`config.mk`:
```
export PLATFORM = sky130hd
export DESIGN_NAME = symmetric_dda_line_stepper_flat
export DESIGN_NICKNAME = d
export VERILOG_FILES = /design/src/rtl/sdda_pkg.sv /design/src/rtl/sdda_if.sv /design/src/rtl/symmetric_dda_line_stepper.sv /design/src/rtl/sdda_cfg.sv /design/src/rtl/sdda_setup.sv /design/src/rtl/sdda_trunc.sv /design/src/flat_wrapper.sv
export SDC_FILE = /design/constraint.sdc
export NUM_CORES = 1
export LEC_CHECK = 0
export BUFFER_PORTS_ARGS = -buffer_cell sky130_fd_sc_hd__buf_2
export CORE_MARGIN = 5
export CORE_UTILIZATION = 55
export DETAILED_ROUTE_END_ITERATION = 10
export PLACE_DENSITY_LB_ADDON = 0.25
export SYNTH_ARGS = -nofsm -noshare
export SYNTH_HDL_FRONTEND = slang
export SYNTH_HIERARCHICAL = 1
export SYNTH_SLANG_ARGS = --single-unit
```
`constraint.sdc`:
```
create_clock -name clk -period 11.95 [get_ports clk]
set_clock_uncertainty 0.1 [all_clocks]
set_input_delay 0 -clock clk [delete_from_list [all_inputs] [get_ports clk]]
set_output_delay 0 -clock clk [all_outputs]
set_load 0.02 [all_outputs]
```
`src/rtl/sdda_pkg.sv`:
```
// Shared types and constants for the symmetric DDA line stepper.
`timescale 1ns / 1ps
package sdda_pkg;

  localparam int CFG_IDX_W = 2;

  typedef enum logic [CFG_IDX_W-1:0] {
    CFG_X_START = 2'd0,
    CFG_Y_START = 2'd1,
    CFG_X_END   = 2'd2,
    CFG_Y_END   = 2'd3
  } cfg_idx_t;

endpackage

```
`src/rtl/sdda_if.sv`:
```
// Valid/ready channel interfaces for the line stepper's input and result items.
`timescale 1ns / 1ps
interface sdda_in_if;
  logic valid;
  logic ready;
  logic restart;

  modport source (output valid, output restart, input ready);
  modport sink (input valid, input restart, output ready);
endinterface

interface sdda_out_if #(
  parameter int COORD_BITS = 12
);
  logic                         valid;
  logic                         ready;
  logic signed [COORD_BITS-1:0] point_x;
  logic signed [COORD_BITS-1:0] point_y;
  logic                         last;

  modport source (output valid, output point_x, output point_y, output last, input ready);
  modport sink (input valid, input point_x, input point_y, input last, output ready);
endinterface

```
`src/rtl/symmetric_dda_line_stepper.sv`:
```
// Top level of the symmetric DDA line stepper.
`timescale 1ns / 1ps
// Usage: write the two endpoints through the cfg_ port (index 0 x_start, 1 y_start,
// 2 x_end, 3 y_end); a write is taken on any clock edge with cfg_we high and is
// used at the next restart. On the in_ch channel, an item with restart set latches
// the endpoints and produces the start point; each item with restart clear advances
// one step and produces the next point. A line of 2^n steps yields 2^n + 1 points,
// the final one flagged with last. Step items after the end, or before any restart,
// are accepted and produce nothing.
// A point appears on out_ch in the cycle after its input transfer. Throughput is
// one item per clock while out_ch does not stall, set by the single accumulator add
// per axis (or the setup logic on a restart) between the state and the result register.
// The result register frees itself in the same cycle that out_ch transfers, so
// in_ch.ready only drops while a point is held and the receiver stalls; nothing is
// lost or repeated. Synchronous reset clears the endpoint registers, the accumulators
// and the step count, and empties the result register; there is no clearing pass.
module symmetric_dda_line_stepper
  import sdda_pkg::*;
#(
  parameter int COORD_BITS = 12
) (
  input  logic                         clk,
  input  logic                         rst_n,
  sdda_in_if.sink                      in_ch,
  sdda_out_if.source                   out_ch,
  input  logic                         cfg_we,
  input  logic [CFG_IDX_W-1:0]         cfg_idx,
  input  logic signed [COORD_BITS-1:0] cfg_wdata
);

  // Accumulators carry COORD_BITS fractional bits plus headroom for the deltas.
  localparam int ACC_W = 2 * COORD_BITS + 2;
  localparam int SL_W  = COORD_BITS + 2;

  logic signed [COORD_BITS-1:0] x_start, y_start, x_end, y_end;
  logic signed [ACC_W-1:0]      x_acc_init, y_acc_init, x_step_init, y_step_init;
  logic [SL_W-1:0]              steps_init;
  logic                         single;

  logic signed [ACC_W-1:0] x_acc_r, y_acc_r, x_step_r, y_step_r;
  logic signed [ACC_W-1:0] x_acc_nxt, y_acc_nxt, x_step_nxt, y_step_nxt;
  logic [SL_W-1:0]         steps_left_r, steps_left_nxt;

  logic                         out_valid_r, out_valid_nxt;
  logic signed [COORD_BITS-1:0] point_x_r, point_y_r, point_x_nxt, point_y_nxt;
  logic                         last_r, last_nxt;

  logic in_xfer;
  logic walking;
  logic out_load;

  sdda_cfg #(.COORD_BITS(COORD_BITS)) u_cfg (
    .clk     (clk),
    .rst_n   (rst_n),
    .we      (cfg_we),
    .idx     (cfg_idx_t'(cfg_idx)),
    .wdata   (cfg_wdata),
    .x_start (x_start),
    .y_start (y_start),
    .x_end   (x_end),
    .y_end   (y_end)
  );

  sdda_setup #(.COORD_BITS(COORD_BITS), .ACC_W(ACC_W), .SL_W(SL_W)) u_setup (
    .x_start    (x_start),
    .y_start    (y_start),
    .x_end      (x_end),
    .y_end      (y_end),
    .x_acc_init (x_acc_init),
    .y_acc_init (y_acc_init),
    .x_step     (x_step_init),
    .y_step     (y_step_init),
    .steps      (steps_init),
    .single     (single)
  );

  // The result register is free when it is empty or is being drained this cycle.
  assign in_ch.ready = !out_valid_r || out_ch.ready;
  assign in_xfer     = in_ch.valid && in_ch.ready;
  assign walking     = (steps_left_r != '0);
  assign out_load    = in_xfer && (in_ch.restart || walking);

  always_comb begin
    x_acc_nxt      = x_acc_r;
    y_acc_nxt      = y_acc_r;
    x_step_nxt     = x_step_r;
    y_step_nxt     = y_step_r;
    steps_left_nxt = steps_left_r;
    last_nxt       = last_r;
    if (in_xfer && in_ch.restart) begin
      x_acc_nxt      = x_acc_init;
      y_acc_nxt      = y_acc_init;
      x_step_nxt     = x_step_init;
      y_step_nxt     = y_step_init;
      steps_left_nxt = steps_init;
      last_nxt       = single;
    end else if (in_xfer && walking) begin
      x_acc_nxt      = x_acc_r + x_step_r;
      y_acc_nxt      = y_acc_r + y_step_r;
      steps_left_nxt = steps_left_r - SL_W'(1);
      last_nxt       = (steps_left_r == SL_W'(1));
    end
  end

  // The point is taken from the updated accumulators, so it leaves with the same edge.
  sdda_trunc #(.COORD_BITS(COORD_BITS), .ACC_W(ACC_W)) u_trunc_x (
    .acc   (x_acc_nxt),
    .coord (point_x_nxt)
  );

  sdda_trunc #(.COORD_BITS(COORD_BITS), .ACC_W(ACC_W)) u_trunc_y (
    .acc   (y_acc_nxt),
    .coord (point_y_nxt)
  );

  always_comb begin
    out_valid_nxt = out_valid_r;
    if (out_load) begin
      out_valid_nxt = 1'b1;
    end else if (out_ch.ready) begin
      out_valid_nxt = 1'b0;
    end
  end

  always_ff @(posedge clk) begin
    if (!rst_n) begin
      x_acc_r      <= '0;
      y_acc_r      <= '0;
      x_step_r     <= '0;
      y_step_r     <= '0;
      steps_left_r <= '0;
      out_valid_r  <= 1'b0;
    end else begin
      x_acc_r      <= x_acc_nxt;
      y_acc_r      <= y_acc_nxt;
      x_step_r     <= x_step_nxt;
      y_step_r     <= y_step_nxt;
      steps_left_r <= steps_left_nxt;
      out_valid_r  <= out_valid_nxt;
    end
  end

  // Result payload only changes when a new point is loaded.
  always_ff @(posedge clk) begin
    if (out_load) begin
      point_x_r <= point_x_nxt;
      point_y_r <= point_y_nxt;
      last_r    <= last_nxt;
    end
  end

  assign out_ch.valid   = out_valid_r;
  assign out_ch.point_x = point_x_r;
  assign out_ch.point_y = point_y_r;
  assign out_ch.last    = last_r;

`ifndef NO_ASSERTIONS
  // A line never has more than 2^COORD_BITS steps.
  a_steps_bound: assert property (@(posedge clk) disable iff (!rst_n)
    steps_left_r <= (SL_W'(1) << COORD_BITS))
    else $error("step count exceeds the longest line");

  // Taking the final step ends the walk.
  a_walk_ends: assert property (@(posedge clk) disable iff (!rst_n)
    (in_xfer && !in_ch.restart && steps_left_r == SL_W'(1)) |=> (steps_left_r == '0))
    else $error("walk did not end after its final step");

  // A restart always yields a point in the next cycle.
  a_restart_point: assert property (@(posedge clk) disable iff (!rst_n)
    (in_xfer && in_ch.restart) |=> out_valid_r)
    else $error("restart produced no start point");

  // Input back-pressure only comes from a held result.
  a_ready_cause: assert property (@(posedge clk) disable iff (!rst_n)
    !in_ch.ready |-> (out_valid_r && !out_ch.ready))
    else $error("input stalled without a held result");
`endif

endmodule

```
`src/rtl/sdda_cfg.sv`:
```
// Endpoint configuration registers of the line stepper.
`timescale 1ns / 1ps
module sdda_cfg
  import sdda_pkg::*;
#(
  parameter int COORD_BITS = 12
) (
  input  logic                         clk,
  input  logic                         rst_n,
  input  logic                         we,
  input  cfg_idx_t                     idx,
  input  logic signed [COORD_BITS-1:0] wdata,
  output logic signed [COORD_BITS-1:0] x_start,
  output logic signed [COORD_BITS-1:0] y_start,
  output logic signed [COORD_BITS-1:0] x_end,
  output logic signed [COORD_BITS-1:0] y_end
);

  logic signed [COORD_BITS-1:0] x_start_r, y_start_r, x_end_r, y_end_r;

  always_ff @(posedge clk) begin
    if (!rst_n) begin
      x_start_r <= '0;
      y_start_r <= '0;
      x_end_r   <= '0;
      y_end_r   <= '0;
    end else if (we) begin
      case (idx)
        CFG_X_START: x_start_r <= wdata;
        CFG_Y_START: y_start_r <= wdata;
        CFG_X_END:   x_end_r   <= wdata;
        CFG_Y_END:   y_end_r   <= wdata;
        default: ;
      endcase
    end
  end

  assign x_start = x_start_r;
  assign y_start = y_start_r;
  assign x_end   = x_end_r;
  assign y_end   = y_end_r;

endmodule

```
`src/rtl/sdda_setup.sv`:
```
// Line setup: endpoint swap, deltas, step count and fixed-point increments.
`timescale 1ns / 1ps
module sdda_setup #(
  parameter int COORD_BITS = 12,
  parameter int ACC_W      = 2 * COORD_BITS + 2,
  parameter int SL_W       = COORD_BITS + 2
) (
  input  logic signed [COORD_BITS-1:0] x_start,
  input  logic signed [COORD_BITS-1:0] y_start,
  input  logic signed [COORD_BITS-1:0] x_end,
  input  logic signed [COORD_BITS-1:0] y_end,
  output logic signed [ACC_W-1:0]      x_acc_init,
  output logic signed [ACC_W-1:0]      y_acc_init,
  output logic signed [ACC_W-1:0]      x_step,
  output logic signed [ACC_W-1:0]      y_step,
  output logic [SL_W-1:0]              steps,
  output logic                         single
);

  localparam int DW  = COORD_BITS + 1;
  localparam int N_W = $clog2(COORD_BITS + 2);

  logic                         swap;
  logic signed [COORD_BITS-1:0] xa, ya, xb, yb;
  logic signed [DW-1:0]         dx, dy;
  logic [DW-1:0]                adx, ady, m;
  logic [N_W-1:0]               n;
  logic [N_W-1:0]               shamt;
  logic signed [ACC_W-1:0]      dx_ext, dy_ext;

  // Swap only when the end lies strictly below the start on both axes.
  assign swap = (x_end < x_start) && (y_end < y_start);
  assign xa   = swap ? x_end : x_start;
  assign ya   = swap ? y_end : y_start;
  assign xb   = swap ? x_start : x_end;
  assign yb   = swap ? y_start : y_end;

  assign dx  = {xb[COORD_BITS-1], xb} - {xa[COORD_BITS-1], xa};
  assign dy  = {yb[COORD_BITS-1], yb} - {ya[COORD_BITS-1], ya};
  assign adx = dx[DW-1] ? $unsigned(-dx) : $unsigned(dx);
  assign ady = dy[DW-1] ? $unsigned(-dy) : $unsigned(dy);
  assign m   = (adx > ady) ? adx : ady;

  // n is the bit length of m, so 2^n is the smallest power of two above m.
  always_comb begin
    n = '0;
    for (int i = 0; i < DW; i++) begin
      if (m[i]) n = N_W'(i + 1);
    end
  end

  assign shamt  = N_W'(COORD_BITS) - n;
  assign dx_ext = ACC_W'(dx);
  assign dy_ext = ACC_W'(dy);

  assign x_acc_init = {{(ACC_W - 2 * COORD_BITS){xa[COORD_BITS-1]}}, xa, {COORD_BITS{1'b0}}};
  assign y_acc_init = {{(ACC_W - 2 * COORD_BITS){ya[COORD_BITS-1]}}, ya, {COORD_BITS{1'b0}}};
  assign x_step     = dx_ext <<< shamt;
  assign y_step     = dy_ext <<< shamt;
  assign single     = (m == '0);
  assign steps      = single ? '0 : (SL_W'(1) << n);

endmodule

```
`src/rtl/sdda_trunc.sv`:
```
// Converts a fixed-point accumulator to an integer coordinate, truncating toward zero.
`timescale 1ns / 1ps
module sdda_trunc #(
  parameter int COORD_BITS = 12,
  parameter int ACC_W      = 2 * COORD_BITS + 2
) (
  input  logic signed [ACC_W-1:0]      acc,
  output logic signed [COORD_BITS-1:0] coord
);

  localparam int IW = ACC_W - COORD_BITS;

  logic [IW-1:0] whole;
  logic          round_up;
  logic [IW-1:0] adjusted;

  // The arithmetic shift floors; a negative value with a fraction moves up by one.
  assign whole    = acc[ACC_W-1:COORD_BITS];
  assign round_up = acc[ACC_W-1] && (acc[COORD_BITS-1:0] != '0);
  assign adjusted = whole + IW'(round_up);
  assign coord    = $signed(adjusted[COORD_BITS-1:0]);

endmodule
```
`src/flat_wrapper.sv`:
```
// flat-port wrapper written by rule: the top's interface ports become plain ports
module symmetric_dda_line_stepper_flat import sdda_pkg::*;
#(
  parameter int COORD_BITS = 12
)
  (clk, rst_n, cfg_we, cfg_idx, cfg_wdata, in_ch_valid, in_ch_restart, in_ch_ready, out_ch_valid, out_ch_point_x, out_ch_point_y, out_ch_last, out_ch_ready);
  sdda_in_if in_ch_i ();
  sdda_out_if #(.COORD_BITS(COORD_BITS)) out_ch_i ();
  input  logic clk;
  input  logic rst_n;
  input  logic cfg_we;
  input  logic [CFG_IDX_W-1:0] cfg_idx;
  input  logic signed [COORD_BITS-1:0] cfg_wdata;
  input wire logic [$bits(in_ch_i.valid)-1:0] in_ch_valid;
  input wire logic [$bits(in_ch_i.restart)-1:0] in_ch_restart;
  output wire logic [$bits(in_ch_i.ready)-1:0] in_ch_ready;
  output wire logic [$bits(out_ch_i.valid)-1:0] out_ch_valid;
  output wire logic [$bits(out_ch_i.point_x)-1:0] out_ch_point_x;
  output wire logic [$bits(out_ch_i.point_y)-1:0] out_ch_point_y;
  output wire logic [$bits(out_ch_i.last)-1:0] out_ch_last;
  input wire logic [$bits(out_ch_i.ready)-1:0] out_ch_ready;
  assign in_ch_i.valid = in_ch_valid;
  assign in_ch_i.restart = in_ch_restart;
  assign in_ch_ready = in_ch_i.ready;
  assign out_ch_valid = out_ch_i.valid;
  assign out_ch_point_x = out_ch_i.point_x;
  assign out_ch_point_y = out_ch_i.point_y;
  assign out_ch_last = out_ch_i.last;
  assign out_ch_i.ready = out_ch_ready;
  symmetric_dda_line_stepper #(.COORD_BITS(COORD_BITS)) u_core (.clk(clk), .rst_n(rst_n), .in_ch(in_ch_i), .out_ch(out_ch_i), .cfg_we(cfg_we), .cfg_idx(cfg_idx), .cfg_wdata(cfg_wdata));
endmodule
```
==> impl_summary.log, run 1 <==
INFO  metric initialDrtViolationCount = 1483
INFO  metric fin_crit = 10.40 ns
INFO  metric nNetsFinal = 2309
INFO  metric worst_path_largest_cell_delay = 0.80 ns
INFO  metric clockRootBuffer = clkbuf_16
INFO  metric timing_worst_slew_pin_value = 1.08 ns
INFO  metric post_cts_setup_buffer_count = 0
INFO  metric io_buffer_count = 46
INFO  metric synth_cells = 2212
INFO  metric synthToLayoutAreaGrowth = 5.31%
INFO  metric critical_path_class = reg2reg
INFO  metric initial_antenna_violation_count = 0
INFO  metric regToRegEndpoint = u_core/x_step_r[14]
INFO  metric rsz_0062_raised_after_global_routing = no
INFO  metric drt-vias-per-instance = 6.27
INFO  metric postRouteWirelength = 50400 µm
INFO  metric finalSetupTns = 0 ns
INFO  metric cap_violations = 0
INFO  metric grt_pass1_vias = 15168
INFO  metric footprint_of_the_flip_flops_and_latches = 4090 µm²
INFO  metric timing.rr.start = u_core/u_cfg/y_start[11]
INFO  metric slowest_stage = a21oi_1
INFO  metric most-common-layout-cells = 369 x nand2_1, 172 x a21oi_1, 167 x dfxtp_1
INFO  metric die_span_in_y = 186 µm
INFO  metric io_pins = 47
INFO  metric antenna_cells_inserted = 0
INFO  metric hp-class = in2reg
INFO  metric cp-end-kind = flop
INFO  metric worst_path_most_repeated_cell = ha_1
INFO  metric detail_route.wl_per_cell = 19.4 µm
INFO  metric placed_area = 17100 µm²
INFO  metric final.period_utilization = 0.871
INFO  metric postLayoutCoreUtil = 0.585
INFO  metric postSynthAreaPerCell = 7.66 µm²
INFO  metric floorplan.die_area = 34400 µm²
INFO  metric report.final.slew_viol_count = 0
INFO  metric cts_num_sinks = 192
INFO  metric grt_max_degree = 83
INFO  metric final_design_area_no_fill = 17800 µm²
INFO  metric result_of_the_run = finished clean
INFO  metric tritoncts_buffer_count = 17
INFO  metric antenna_violation_net_count_after_detailed_routing = 0
INFO  metric max_clock_freq = 96.1 MHz
INFO  metric post-dp-hpwl = 37800 µm
INFO  metric globalRoute.totalOverflow = 0
INFO  metric worst_slew_margin_rel = 0.272
INFO  metric cts.hold.buffers_added = 20
INFO  metric core-area = 30500 µm²
INFO  metric clk_transition_reported_paths = 0.08 ns
INFO  metric min_delay_worst_endpoint = u_core/steps_left_r[0]
INFO  metric synthesis.area = 16900 µm²
INFO  metric placementRows = 64
INFO  metric worst_ep_arrival_time = 10.70 ns
INFO  metric path_max_fanout = 29
INFO  metric cts_tree = built
INFO  metric gp_routability_congestion = 0.988
INFO  metric finalHoldViolCount = 0
INFO  metric die_w = 186 µm
INFO  metric mostFrequentLayoutCell = nand2_1
INFO  metric htree_num_levels = 4
INFO  metric clkLatencyLatePin = 0.47 ns
INFO  metric grt_util_overall = 0.288
INFO  metric start_util = 0.555
INFO  metric footprint_of_the_multi_input_gates = 11800 µm²
INFO  metric drtPass1Iterations = 6
INFO  metric drc = 0
INFO  metric drive_gt1_frac = 0.0883
INFO  metric min-delay-start = in_ch_valid
INFO  metric crit_required = 12.24 ns
INFO  metric setup_viol = 0
INFO  metric critical_path.startpoint_type = flop
INFO  metric whs_path_depth = 5
INFO  metric yosysWarningCount = 6
INFO  metric worstRegToRegCells = 42
INFO  metric timing.reg2reg.setup_slack = 1.55 ns
INFO  metric routed-via-count = 16269
INFO  metric cts-resized-gates = 0
INFO  metric clk_path_buf_depth = 2
INFO  metric n_fill_cell = 2883
INFO  metric grt_first_pass_wirelength = 79900 µm
## layer usage
| layer | part of all wire | wire [µm] | global-route usage |
|---|---|---|---|
| met5 | 0 | 0 | 0 |
| met4 | 0.027 | 1370 | 0.0927 |
| met3 | 0.067 | 3360 | 0.0436 |
| met2 | 0.45 | 22700 | 0.466 |
| met1 | 0.46 | 23000 | 0.397 |
## area by class of cell
| cell class | instances | share of cell area |
|---|---|---|
| clock buffer | 21 | 0.0269 |
| clock inverter | 11 | 0.00624 |
| inverter | 82 | 0.0172 |
| multi-input combinational | 1804 | 0.659 |
| sequential | 192 | 0.229 |
| tap | 396 | 0.0278 |
| timing repair buffer | 87 | 0.0330 |
## worst max path at each step
stage                                   from             endpoint  slack, ns  depth (start not counted)
detailed placement  u_core/u_cfg/y_start[11]  u_core/y_step_r[15]       1.87                         44
global placement    u_core/u_cfg/y_start[11]  u_core/x_step_r[14]       2.02                         43
finish              u_core/u_cfg/y_start[11]  u_core/x_step_r[14]       1.55                         42
floorplan            u_core/u_cfg/x_start[1]  u_core/y_step_r[15]       2.43                         49
CTS                 u_core/u_cfg/y_start[11]  u_core/y_step_r[15]       1.76                         44
global route        u_core/u_cfg/y_start[11]  u_core/x_step_r[14]       0.77                         44
## stage by stage
step,std cells,setup WS (ns),hold WS [ns]
6_report,2593,1.55,0.0541
5_1_grt,2593,0.768,0.0838
4_1_cts,2593,1.76,0.0371
3_5_place_dp,2541,1.87,0.252
3_3_place_gp,2541,2.02,0.237
2_1_floorplan,2235,2.43,0.0720
## critical path: cells and delay by family (launching register included)
kind            cells  cell delay [ns]
buf+inv             3             0.44
fa+ha+maj           5             2.02
simple gates       11             2.48
compound gates     21             4.26
flops               1             0.35
mux                 2             0.63
## sequential cells by signal, indices dropped and copies added (netlist names)
signal / flops
u_core/u_cfg/x_end: 12
u_core/u_cfg/y_end: 12
u_core/u_cfg/y_start: 12
u_core/out_ch.valid: 1
u_core/y_acc_r: 26
u_core/x_acc_r: 26
u_core/out_ch.point_x: 12
u_core/steps_left_r: 14
u_core/x_step_r: 26
u_core/out_ch.last: 1
u_core/u_cfg/x_start: 12
u_core/y_step_r: 26
u_core/out_ch.point_y: 12
Power of run 1 is not shown: default switching activity piles up to over one toggle a cycle in this logic, so the estimate is an artifact.
==> run 2, diff against run 1 <==
- ABC_AREA: default -> 0
- clock period: 11.95 -> 11.7 ns (I/O delays scaled with it)
==> run 2 against run 1 <==
  * Via count fell by 0.42%
  * Wire length is 0.40% lower
  * Non-clock buffer count is the same
  * Register-to-register slack worse by 0.16 ns
  * First-iteration DRC count is 4.7% lower
  * Core utilization decreased by 0.078 points
  * Critical path depth increased by 1
  * Fmax up 0.90%
  * Sequential share of layout area about the same
  * Worst hold slack better by 0.050 ns
==> impl_summary.log, run 2 (same netlist as run 1, synthesis figures left out) <==
INFO  metric detail_route.wl_per_cell = 19.4 µm (-0.40%)
INFO  metric worst_ep_arrival_time = 10.60 ns (-0.10 ns)
INFO  metric post-dp-hpwl = 37700 µm (about the same)
INFO  metric cts-resized-gates = 0 (unchanged)
INFO  metric grt_first_pass_wirelength = 79500 µm (-0.58%)
INFO  metric n_fill_cell = 2806 (-2.7%)
INFO  metric critical_path.startpoint_type = flop
INFO  metric globalRoute.totalOverflow = 0 (unchanged)
INFO  metric gp_routability_congestion = 1.01 (+2.5%)
INFO  metric final.period_utilization = 0.881 (+0.0107)
INFO  metric io_buffer_count = 46 (unchanged)
INFO  metric critical_path_class = reg2reg
INFO  metric core-area = 30500 µm² (unchanged)
INFO  metric hp-class = in2reg
INFO  metric antenna_violation_net_count_after_detailed_routing = 0 (unchanged)
INFO  metric drc = 0 (unchanged)
INFO  metric start_util = 0.555 (unchanged)
INFO  metric critPathTopFamily = compound AO/OA/AOI/OAI gates
INFO  metric postRouteWirelength = 50200 µm (-0.40%)
INFO  metric footprint_of_the_flip_flops_and_latches = 4090 µm² (unchanged)
INFO  metric worst_slew_margin_rel = 0.268 (-0.00393)
INFO  metric max_clock_freq = 97.0 MHz (+0.90%)
INFO  metric die_span_in_y = 186 µm (unchanged)
INFO  metric cts_num_sinks = 192 (unchanged)
INFO  metric footprint_of_the_multi_input_gates = 11800 µm² (unchanged)
INFO  metric worst-path-buf-inv = 4 (+1)
INFO  metric initialDrtViolationCount = 1414 (-4.7%)
INFO  metric crit_start = u_core/u_cfg/x_start[1]
INFO  metric final_worst_path_setup_slack = 1.39 ns (-0.157 ns)
INFO  metric tritoncts_buffer_count = 17 (unchanged)
INFO  metric worst_path_most_repeated_cell = ha_1
INFO  metric nNetsFinal = 2309 (unchanged)
INFO  metric initial_antenna_violation_count = 0 (unchanged)
INFO  metric grt_max_degree = 78 (-6.0%)
INFO  metric routed-via-count = 16201 (-0.42%)
INFO  metric path_max_fanout = 25 (-14%)
INFO  metric setup_viol = 0 (unchanged)
INFO  metric fin_crit = 10.31 ns (-0.0930 ns)
INFO  metric finalHoldViolCount = 0 (unchanged)
INFO  metric most-common-layout-cells = 369 x nand2_1, 172 x a21oi_1, 167 x dfxtp_1
INFO  metric clk_path_buf_depth = 2 (unchanged)
INFO  metric clockRootBuffer = clkbuf_16
INFO  metric slowest_stage = a21oi_1
INFO  metric drive_gt1_frac = 0.0883 (unchanged)
INFO  metric report.final.slew_viol_count = 0 (unchanged)
INFO  metric dpl_worst_slack = 1.66 ns (-0.213 ns)
INFO  metric clkLatencyLatePin = 0.46 ns (about the same)
INFO  metric synthToLayoutAreaGrowth = 5.17%
INFO  metric antenna_cells_inserted = 0 (unchanged)
INFO  metric result_of_the_run = finished clean
INFO  metric timing.rr.start = u_core/u_cfg/x_start[1]
INFO  metric mostFrequentLayoutCell = nand2_1
INFO  metric io_pins = 47 (unchanged)
INFO  metric timing_worst_slew_pin_value = 1.09 ns (+0.00584 ns)
INFO  metric die_w = 186 µm (unchanged)
INFO  metric htree_num_levels = 4 (unchanged)
INFO  metric min-delay-start = rst_n
INFO  metric rsz_0062_raised_after_global_routing = no
INFO  metric worst_path_largest_cell_delay = 0.78 ns (-0.02 ns)
INFO  metric drtPass1Iterations = 6 (unchanged)
INFO  metric cp-end-kind = flop
INFO  metric grt_pass1_vias = 14946 (-1.5%)
INFO  metric floorplan.die_area = 34400 µm² (unchanged)
INFO  metric cap_violations = 0 (unchanged)
INFO  metric cts_tree = built
INFO  metric crit_required = 11.99 ns (-0.25 ns)
INFO  metric finalSetupTns = 0 ns (unchanged)
INFO  metric drt-vias-per-instance = 6.25 (-0.42%)
INFO  metric clk_transition_reported_paths = 0.08 ns (about the same)
INFO  metric placementRows = 64 (unchanged)
INFO  metric grt_util_overall = 0.286 (-0.00180)
INFO  metric fin_hold_ws = 0.104 ns (+0.0502 ns)
-- run 2: cell types whose count changed in the layout (fill, tap and decap cells not counted), sizes merged --
cell         change
clkbuf           -3
inv              +2
buf              +1
clkinv           +1
dlygate4sd3      -1
-- run 2: path summary, 6_finish.rpt --
kind / cells past startpoint / end / slack [ns]
max reg2reg: 43 / u_core/steps_left_r[12] / 1.39
max: 43 / u_core/steps_left_r[12] / 1.39
min: 2 / u_core/y_acc_r[22] / 0.10
min reg2reg: 2 / u_core/y_step_r[21] / 0.36
-- run 2: worst register-to-register path, delay by kind of cell (launching register included) --
family	cells	cell delay (ns)
compound gates	17	3.86
xor+xnor	1	0.25
fa+ha+maj	5	1.34
buf+inv	4	1.28
flops	1	0.39
mux	1	0.23
simple gates	15	2.81
-- run 2: timing repair --
action / 4_1_cts / 5_1_grt
hold buffers: 19 / 0
endpoints found under the hold margin: 52 / 0
setup buffers: 0 / 0
-- run 2: routing by layer --
metal / vias to the layer above / GRT usage / routed length [µm]
met5: - / 0 / 0
met4: 0 / 0.0799 / 1210
met3: 68 / 0.0512 / 3260
met2: 528 / 0.467 / 22900
met1: 7728 / 0.392 / 22800
li1: 7877 / - / -
-- run 2: cell type report --
cell class,instances,area share
clock buffers,18,0.0241
clock inverters,14,0.00793
inverters,82,0.0173
multi-input cells,1804,0.660
flip-flops and latches,192,0.230
well taps,396,0.0278
repair buffers,87,0.0329
-- run 2: per-stage QoR --
step,cell area [µm²],util,cells
3_5_place_dp,17100,0.559,2542
6_report,17800,0.584,2593
3_3_place_gp,17100,0.559,2542
2_1_floorplan,17000,-,2235
5_1_grt,17800,0.584,2593
4_1_cts,17800,0.584,2593
Power of run 2 is left out for the same reason.
